`src/hw/rtl/nla_cell.sv`:
```
// ----------------------------------------------------------------------------
// nla_cell
// One landmark slot of the storage ring; loads an entry or takes its neighbor's.
// ----------------------------------------------------------------------------
module nla_cell #(
  parameter int CoordBits = 24
) (
  input  logic                 clk_i,
  input  logic                 shift_i,
  input  logic                 load_i,
  input  logic [CoordBits-1:0] load_x_i,
  input  logic [CoordBits-1:0] load_y_i,
  input  logic [15:0]          load_id_i,
  input  logic [CoordBits-1:0] nb_x_i,
  input  logic [CoordBits-1:0] nb_y_i,
  input  logic [15:0]          nb_id_i,
  output logic [CoordBits-1:0] x_o,
  output logic [CoordBits-1:0] y_o,
  output logic [15:0]          id_o
);

  logic [CoordBits-1:0] x_q, x_d;
  logic [CoordBits-1:0] y_q, y_d;
  logic [15:0]          id_q, id_d;

  // A load writes this slot; during a scan the ring turns by one slot.
  always_comb begin
    x_d  = x_q;
    y_d  = y_q;
    id_d = id_q;
    if (load_i) begin
      x_d  = load_x_i;
      y_d  = load_y_i;
      id_d = load_id_i;
    end else if (shift_i) begin
      x_d  = nb_x_i;
      y_d  = nb_y_i;
      id_d = nb_id_i;
    end
  end

  always_ff @(posedge clk_i) begin
    x_q  <= x_d;
    y_q  <= y_d;
    id_q <= id_d;
  end

  assign x_o  = x_q;
  assign y_o  = y_q;
  assign id_o = id_q;

endmodule

```
`config.mk`:
```
export PLATFORM = sky130hd
export DESIGN_NAME = nla_cell
export DESIGN_NICKNAME = d
export VERILOG_FILES = /design/src/hw/rtl/nla_cell.sv
export SDC_FILE = /design/constraint.sdc
export NUM_CORES = 1
export LEC_CHECK = 0
export BUFFER_PORTS_ARGS = -buffer_cell sky130_fd_sc_hd__buf_2
export CORE_MARGIN = 10
export CORE_UTILIZATION = 42
export CTS_CLUSTER_SIZE = 16
export DETAILED_ROUTE_END_ITERATION = 16
export HOLD_SLACK_MARGIN = 0.06
export PLACE_DENSITY_LB_ADDON = 0.25
export SLEW_MARGIN = 20
export SYNTH_ARGS = -nofsm -noshare
export SYNTH_HDL_FRONTEND = slang
export SYNTH_SLANG_ARGS = --single-unit
```
`constraint.sdc`:
```
create_clock -name clk_i -period 4 [get_ports clk_i]
set_clock_uncertainty 0.15 [all_clocks]
set_input_delay 1.2 -clock clk_i [delete_from_list [all_inputs] [get_ports clk_i]]
set_output_delay 1.2 -clock clk_i [all_outputs]
set_load 0.01 [all_outputs]
```
==> impl_metrics.py <==
metrics = {
    "outcome": {
        "outcome": "complete, no violations",
    },
    "global_routing": {
        "grt_max_degree": 42,
        "first_global_vias": 2268,
        "grt_pass1_wl_mm": 11.1,
        "antenna_found_initial": 0,
        "grtUsageTotal_pct": 13.9,
        "overflow": 0,
    },
    "synthesis": {
        "synth_cell_types": 6,
        "syn-cell-area_um2": 2910,
        "synth.most_common_cell": "edfxtp_1",
        "yosysTopAreaCellShare_pct": 66.1,
        "syn_inst": 136,
        "yosysWarnings": 0,
        "async_reset_ff_share_pct": 0,
        "synth_edf_count": 64,
        "ys_ff_latch": 64,
        "ys_seq_area_share_pct": 66.1,
        "synth.top_cells.by_count": "64 x edfxtp_1, 49 x mux2_4, 15 x mux2_2",
        "synth_nets": 267,
        "synth_area_leaders": "edfxtp_1 66%, mux2_4 25%, mux2_2 5.8%",
        "ys.flop_type": "edfxtp_1",
        "synth_top_area_cell": "edfxtp_1",
        "avgSynthCellArea_um2": 21.4,
    },
    "critical_path": {
        "worstSetupPathType": "in -> reg",
        "endpoint_kind": "flip-flop",
        "arrival_ps": 2270,
        "path_max_fanout": 28,
        "cp-start-kind": "input port",
        "crit_required_ps": 3920,
    },
    "routing": {
        "wl_met3_mm": 1.18,
        "viasPerCell": 4.65,
        "maxUsedRoutingLayer": "met4",
        "via_count": 1966,
        "drc": 0,
        "wl_met1_mm": 2.71,
        "drtIter0Drc": 59,
        "drt-pass1-iter-count": 4,
        "wl_met2_mm": 3.72,
        "drtAntennaViolNets": 0,
        "routed_wl_mm": 7.73,
        "wl_per_cell_um": 18.3,
    },
    "pwr": {
        "combPwrFrac_pct": 17.8,
        "p_leak_nw": 1.99,
        "power.clock.fraction_pct": 31.1,
        "power_mw": 1.64,
        "peakVddDrop_v": 0.000203,
        "p_per_area_nw_per_um2": 399,
        "power.switching_uw": 375,
        "p_int_mw": 1.27,
        "pwr-share-seq_pct": 51.2,
        "p_sw_share_pct": 22.8,
    },
    "finish": {
        "area_growth_pct": 41.6,
        "fin_util_pct": 60.9,
        "antenna_cells": 0,
        "stdcell_count": 423,
        "fin_nets": 469,
        "drive_gt1_share_pct": 80.2,
    },
    "die": {
        "die_area_um2": 10600,
        "io_pins": 195,
        "row_count": 30,
        "die_y_um": 103,
        "initial_utilization_pct": 43.0,
        "coreArea_um2": 6760,
        "die_width_um": 103,
    },
    "sta": {
        "finalCriticalPeriod_ps": 2340,
        "tightest_slew_ps": 526,
        "relSlewSlack_pct": 64.9,
        "finalHoldViolCount": 0,
        "slew_violations": 0,
        "setup-tns-final_ps": 0,
        "rsz0062_at_grt": "no",
        "setup_violations": 0,
        "hold_slack_ps": 1020,
        "fin_crit_sh_pct": 58.6,
        "max_freq_mhz": 426,
    },
    "worst_hold_path": {
        "worstHoldPathCells": 2,
        "hold_path_class": "in -> reg",
    },
    "clock_network": {
        "h-tree-depth": 3,
        "cts_tree": "built",
        "cts_setup_buffers": 0,
        "clockBufferDepth": 2,
        "clock-sinks": 64,
        "hold_buffers": 0,
        "cts.repair.resized": 0,
        "clk_pin_slew_worst_paths_ps": 70,
        "cts_made_buffers": 9,
        "root_buffer": "clkbuf_8",
    },
    "placed_design": {
        "numPortBuffers": 194,
        "place_inst": 407,
        "gp_congestion": 0.696,
        "dp_hpwl_mm": 6.25,
    },
    "run": {
        "maxCapViolations": 0,
    },
}
==> flip-flops by register name, indices dropped and copies added, names as in the netlist <==
register,cells
x_o,24
y_o,24
id_o,16
==> path summary, 6_finish.rpt <==
check / from / to
hold / removal: nb_y_i[12] / y_o[12]
setup / recovery: load_i / id_o[1]
==> worst max-delay path: stages <==
cell    delay, ps
buf_4         220
buf_4         440
mux2_2        390
==> through the flow <==
stage	setup WS, ps	instance area [um2]
floorplan	476	2910
global placement	1320	3940
detailed placement	1300	3940
CTS	1650	4120
global route	1600	4120
finish	1660	4120
==> power by group through the flow <==
stage	clock [mW]	sequential [mW]	combinational, mW
detailed placement	0	0.855	0.298
global placement	0	0.851	0.295
global route	0.556	0.848	0.317
CTS	0.530	0.842	0.299
floorplan	0	0.900	0.105
finish	0.510	0.840	0.292
==> layout make-up <==
| class | count | area (um2) |
|---|---|---|
| Clock buffer | 11 | 131 |
| Clock inverter | 5 | 47.5 |
| Fill cell | 542 | 2640 |
| Multi-Input combinational cell | 65 | 911 |
| Sequential cell | 64 | 1920 |
| Tap cell | 80 | 100 |
| Timing Repair Buffer | 198 | 1000 |
==> layer usage <==
layer / vias to the layer above / GRT usage [%]
met1: 883 / 13.7
met3: 12 / 8.04
met2: 132 / 23.0
met4: 0 / 7.17
met5: - / 0
li1: 939 / -
==> cells by family (layout without fill, tap and decap cells) <==
group | Yosys count | count (layout) | synth area share [%]
buffers and inverters | 7 | 214 | 2.50
AND/OR/NAND/NOR | 1 | 1 | 0.215
multiplexers | 64 | 64 | 31.1
flip-flops | 64 | 64 | 66.1
==> cell usage in the layout, fill, tap and decap left out <==
cell	n
buf_2	193
edfxtp_1	64
mux2_4	49
mux2_2	15
clkbuf_8	9
buf_4	5
clkinv_1	2
clkinv_2	2
clkbuf_1	2
or2_2	1
bufinv_16	1
Note: power is estimated with default switching activity, not from simulation.
