`config.mk`:
```
export PLATFORM = sky130hd
export DESIGN_NAME = nla_dist
export DESIGN_NICKNAME = d
export VERILOG_FILES = /design/src/hw/rtl/nla_pkg.sv /design/src/hw/rtl/nla_dist.sv
export SDC_FILE = /design/constraint.sdc
export NUM_CORES = 2
export LEC_CHECK = 0
export ABC_AREA = 1
export BUFFER_PORTS_ARGS = -buffer_cell sky130_fd_sc_hd__buf_2
export CORE_ASPECT_RATIO = 0.9
export CORE_MARGIN = 1
export CORE_UTILIZATION = 58
export DETAILED_ROUTE_END_ITERATION = 8
export PLACE_DENSITY = 0.82
export SLEW_MARGIN = 15
export SYNTH_ARGS = -nofsm -noshare
export SYNTH_HDL_FRONTEND = slang
export SYNTH_SLANG_ARGS = --single-unit
```
`constraint.sdc`:
```
create_clock -name clk_i -period 7.8 [get_ports clk_i]
set_input_delay 0 -clock clk_i [delete_from_list [all_inputs] [get_ports clk_i]]
set_output_delay 0 -clock clk_i [all_outputs]
set_load 0.02 [all_outputs]
```
`src/hw/rtl/nla_pkg.sv`:
```
// ----------------------------------------------------------------------------
// nla_pkg
// Shared types and codes for the nearest landmark association core.
// ----------------------------------------------------------------------------
package nla_pkg;

  // Command codes carried on the input channel.
  localparam logic CMD_LOAD  = 1'b0;
  localparam logic CMD_QUERY = 1'b1;

  // Sequencer states, one-hot.
  typedef enum logic [2:0] {
    ST_IDLE  = 3'b001,
    ST_SCAN  = 3'b010,
    ST_DRAIN = 3'b100
  } nla_state_e;

  // Control from the sequencer to the distance unit.
  typedef struct packed {
    logic start;  // clear the running minimum for a new query
    logic valid;  // the head cell presents a loaded entry this cycle
  } nla_dist_ctl_t;

  // Status from the distance unit back to the sequencer.
  typedef struct packed {
    logic busy;   // entries are still in flight in the pipeline
  } nla_dist_sts_t;

endpackage

```
`src/hw/rtl/nla_dist.sv`:
```
// ----------------------------------------------------------------------------
// nla_dist
// Squared distance pipeline and running minimum at the head of the ring.
// ----------------------------------------------------------------------------
module nla_dist #(
  parameter int CoordBits = 24
) (
  input  logic                         clk_i,
  input  logic                         rst_ni,
  input  nla_pkg::nla_dist_ctl_t       ctl_i,
  output nla_pkg::nla_dist_sts_t       sts_o,
  input  logic [CoordBits-1:0]         qx_i,
  input  logic [CoordBits-1:0]         qy_i,
  input  logic [CoordBits-1:0]         ex_i,
  input  logic [CoordBits-1:0]         ey_i,
  input  logic [15:0]                  eid_i,
  output logic                         found_o,
  output logic [15:0]                  best_id_o,
  output logic [2*CoordBits:0]         best_dist_o
);
  import nla_pkg::*;

  localparam int SqW   = 2 * CoordBits;
  localparam int DistW = SqW + 1;

  // Stage one: absolute coordinate differences.
  logic                 s1_v_q;
  logic [CoordBits-1:0] dx_q, dy_q, dx_d, dy_d;
  logic [15:0]          s1_id_q;
  logic [CoordBits:0]   diff_x, diff_y;

  always_comb begin
    diff_x = {qx_i[CoordBits-1], qx_i} - {ex_i[CoordBits-1], ex_i};
    diff_y = {qy_i[CoordBits-1], qy_i} - {ey_i[CoordBits-1], ey_i};
    dx_d   = diff_x[CoordBits] ? CoordBits'(-diff_x) : diff_x[CoordBits-1:0];
    dy_d   = diff_y[CoordBits] ? CoordBits'(-diff_y) : diff_y[CoordBits-1:0];
  end

  // Stage two: the two squares.
  logic           s2_v_q;
  logic [SqW-1:0] sqx_q, sqy_q;
  logic [15:0]    s2_id_q;

  // Stage three: sum and strict compare against the running minimum.
  logic             any_q;
  logic [DistW-1:0] best_q;
  logic [15:0]      best_id_q;
  logic [DistW-1:0] sum;
  logic             take;

  assign sum  = {1'b0, sqx_q} + {1'b0, sqy_q};
  assign take = s2_v_q && (!any_q || (sum < best_q));

  always_ff @(posedge clk_i or negedge rst_ni) begin
    if (!rst_ni) begin
      s1_v_q <= 1'b0;
      s2_v_q <= 1'b0;
      any_q  <= 1'b0;
    end else begin
      s1_v_q <= ctl_i.valid;
      s2_v_q <= s1_v_q;
      if (ctl_i.start) begin
        any_q <= 1'b0;
      end else if (take) begin
        any_q <= 1'b1;
      end
    end
  end

  always_ff @(posedge clk_i) begin
    dx_q    <= dx_d;
    dy_q    <= dy_d;
    s1_id_q <= eid_i;
    sqx_q   <= SqW'(dx_q) * SqW'(dx_q);
    sqy_q   <= SqW'(dy_q) * SqW'(dy_q);
    s2_id_q <= s1_id_q;
    if (ctl_i.start) begin
      best_q    <= '0;
      best_id_q <= '0;
    end else if (take) begin
      best_q    <= sum;
      best_id_q <= s2_id_q;
    end
  end

  assign sts_o.busy  = s1_v_q || s2_v_q;
  assign found_o     = any_q;
  assign best_id_o   = best_id_q;
  assign best_dist_o = best_q;

endmodule

```
==> results.sh <==
export IMPL_rr_worst_depth=27
export IMPL_cts_htree_levels=1
export IMPL_grt_start_max_net_pins=66
export IMPL_status="finished, final reports clean"
export IMPL_drt_first_iter_violations=3126
export IMPL_start_util_pct=58.47
export IMPL_max_stage_delay_ps=1020
export IMPL_yosysSeqAreaShare_pct=9.861
export IMPL_post_cts_setup_buffer_count=0
export IMPL_cts_tree="done"
export IMPL_layout_nets=8236
export IMPL_synth_edf_count=0
export IMPL_rr_startpoint="dy_q[9]"
export IMPL_drive_gt1_share_pct=5.076
export IMPL_syn_inst=6599
export IMPL_clock_root_buffer="clkbuf_16"
export IMPL_ys_flop_type="dfxtp_1"
export IMPL_period_share_pct=92.07
export IMPL_fin_area_um2=52850
export IMPL_die_area_um2=86140
export IMPL_die_y_um=278.5
export IMPL_antenna_found_initial=0
export IMPL_fillers=7311
export IMPL_std_cell_rows=101
export IMPL_crit_path_frequent_cell="inv_1"
export IMPL_gp_congestion=0.9984
export IMPL_finalClockSkew_ps=36.83
export IMPL_hold_slack_ps=35.17
export IMPL_vias=41110
export IMPL_io_buffer_count=182
export IMPL_synth_area_um2=49280
export IMPL_cts_resized=0
export IMPL_hold_class="input port to flip-flop"
export IMPL_avgSynthCellArea_um2=7.468
export IMPL_synth_ff_latch_count=242
export IMPL_gr_total_overflow=0
export IMPL_diodes=0
export IMPL_insertion_delay_ps=620
export IMPL_grt_setup_unrepaired="no"
export IMPL_drtPass1Iterations=6
export IMPL_tightest_slew_ps=1152
export IMPL_async_reset_ff_share_pct=1.240
export IMPL_holdCritStartpoint="ey_i[3]"
export IMPL_yosys_warnings=0
export IMPL_grt_usage_pct=29.81
export IMPL_pin_count=183
export IMPL_setup_tns_final_ps=0
export IMPL_syn_nets=8061
export IMPL_grt_pass1_wl_um=208200
export IMPL_r2r_end="sqy_q[38]"
export IMPL_cp_slowest_cell="dfxtp_1"
export IMPL_period_minus_slack_ps=7182
export IMPL_chipWidth_um=309.3
export IMPL_crit_type="flip-flop to flip-flop"
export IMPL_fmax_mhz=139.2
export IMPL_path_clk_slew_ps=70
export IMPL_dp_hpwl_um=106700
export IMPL_required_ps=8360
export IMPL_endpoint_kind="flip-flop"
export IMPL_core_area_um2=84290
export IMPL_drv_slew=0
export IMPL_yosysUniqueCellTypes=50
export IMPL_finalHoldViolCount=0
export IMPL_cts_buffer_depth=3
export IMPL_worstHoldEndpoint="dy_q[3]"
export IMPL_hold_depth=6
export IMPL_cts_sinks=242
export IMPL_finalSetupViolations=0
export IMPL_wl_per_cell_um=15.58
export IMPL_viasPerCell=5.184
export IMPL_cp_arrival_ps=7740
export IMPL_crit_path_max_fanout=18
export IMPL_drc=0
export IMPL_antenna_left=0
export IMPL_totalWireLength_um=123500
export IMPL_r2r_slack_ps=620
export IMPL_area_growth_pct=7.238
export IMPL_dpl_cell_area_um2=51470
export IMPL_grt_pass1_vias=43180
export IMPL_cp_start_kind="flip-flop"
export IMPL_relSlewSlack_pct=23.12
export IMPL_cap_violations=0
export IMPL_cts_made_buffers=29
[how the worst max path moves through the flow]
stage                endpoint  slack (ps)      from
finish              sqy_q[38]         620   dy_q[9]
global route        sqx_q[38]         330   dx_q[9]
CTS                 sqy_q[38]         580   dy_q[5]
detailed placement  sqy_q[38]         620   dy_q[5]
global placement    sqy_q[38]         810   dy_q[5]
floorplan           sqx_q[38]        1570  dx_q[14]
[logic make-up (layout without fill, tap and decap cells)]
family	count (synthesis)	in the layout	share of synthesized area (%)
adders and majority gates	1346	1346	47.04
AOI/OAI and AO/OA	454	454	5.113
DFF	242	242	9.861
and+or+nand+nor	2365	2365	19.48
xor gates and xnor gates	163	163	2.981
buffers and inverters	2029	2227	15.52
[cells in the mapped netlist (2+ instances only)]
master / instances / share of area, %
a211oi_1: 2 / 0.030
a21boi_0: 8 / 0.12
a21o_1: 26 / 0.40
a21oi_1: 224 / 2.3
a21oi_2: 2 / 0.036
a221oi_1: 2 / 0.036
a31oi_1: 30 / 0.38
and3_1: 2 / 0.025
buf_1: 8 / 0.061
buf_2: 8 / 0.081
buf_4: 3 / 0.046
clkbuf_1: 109 / 0.83
dfrtp_1: 3 / 0.15
dfxtp_1: 239 / 9.7
fa_1: 845 / 34
ha_1: 501 / 13
inv_1: 1888 / 14
inv_2: 10 / 0.076
nand2_1: 1499 / 11
nand2_2: 16 / 0.20
nand2_4: 2 / 0.046
nand3_1: 183 / 1.9
nand3_2: 5 / 0.10
nand3b_1: 46 / 0.70
nand4_1: 37 / 0.47
nor2_1: 509 / 3.9
nor2_2: 12 / 0.15
nor3_1: 31 / 0.31
nor3_2: 2 / 0.041
nor4_1: 14 / 0.18
o211ai_1: 3 / 0.046
o21a_1: 5 / 0.076
o21ai_0: 118 / 1.2
o21ai_1: 4 / 0.041
o21ai_2: 2 / 0.036
o21bai_1: 24 / 0.37
o221ai_1: 2 / 0.036
or2_2: 4 / 0.051
xnor2_1: 56 / 1.0
xor2_1: 103 / 1.8
xor2_2: 3 / 0.099
[flip-flops by register name, summed over array words and instances (netlist names)]
| name | count |
|---|---|
| best_dist_o | 49 |
| best_id_o | 16 |
| dx_q | 24 |
| dy_q | 24 |
| found_o | 1 |
| s1_id_q | 16 |
| s1_v_q | 1 |
| s2_id_q | 16 |
| s2_v_q | 1 |
| sqx_q | 47 |
| sqy_q | 47 |
[metrics by stage]
step	setup WS, ps	util, %	instances
2_1_floorplan	1574	-	6599
3_3_place_gp	811.6	61.07	7835
3_5_place_dp	622.6	61.07	7835
4_1_cts	575.6	62.70	7930
5_1_grt	327.5	62.70	7930
6_report	618.2	62.70	7930
[layout by cell type, fill, tap and decap left out, types with 4 or more instances in the layout]
| cell | n |
|---|---|
| a21boi_0 | 8 |
| a21o_1 | 26 |
| a21oi_1 | 224 |
| a31oi_1 | 30 |
| buf_2 | 182 |
| buf_4 | 50 |
| clkbuf_1 | 6 |
| clkbuf_16 | 29 |
| clkinv_2 | 5 |
| dfxtp_1 | 238 |
| dlygate4sd3_1 | 41 |
| fa_1 | 845 |
| ha_1 | 501 |
| inv_1 | 1887 |
| inv_2 | 11 |
| nand2_1 | 1499 |
| nand2_2 | 16 |
| nand3_1 | 183 |
| nand3_2 | 5 |
| nand3b_1 | 46 |
| nand4_1 | 37 |
| nor2_1 | 509 |
| nor2_2 | 12 |
| nor3_1 | 31 |
| nor4_1 | 14 |
| o21a_1 | 5 |
| o21ai_0 | 118 |
| o21ai_1 | 4 |
| o21bai_1 | 24 |
| or2_2 | 4 |
| xnor2_1 | 56 |
| xor2_1 | 103 |
[cell type report]
class                           instances  area, um2  area share (%)
Clock buffer                           38      789.5           1.494
Clock inverter                         16      173.9          0.3291
Inverter                             1900       7134           13.50
Multi-Input combinational cell       4328      36780           69.59
Sequential cell                       242       4862           9.200
Tap cell                             1133       1418           2.682
Timing Repair Buffer                  273       1697           3.210
[layer usage]
metal / track usage, % / wire (um) / up-vias
met4: 8.314 / 3666 / 0
met2: 50.30 / 58040 / 1512
li1: - / - / 19640
met5: 0 / 0 / -
met3: 3.785 / 8659 / 251
met1: 40.21 / 53170 / 19700
[what timing repair did]
| action | CTS | global route |
|---|---|---|
| setup endpoints to repair | 0 | 0 |
| hold endpoints to repair | 38 | 0 |
| hold buffers | 41 | 0 |
[critical path, delay by kind of cell (launching register included)]
family / cells / cell delay (ps)
and+or+nand+nor: 8 / 1160
DFF: 1 / 1020
adders and majority gates: 8 / 3920
AOI/OAI and AO/OA: 3 / 530
buffers and inverters: 8 / 470
Power is not shown: default switching activity piles up to over one toggle a cycle in this logic, so the estimate is an artifact.
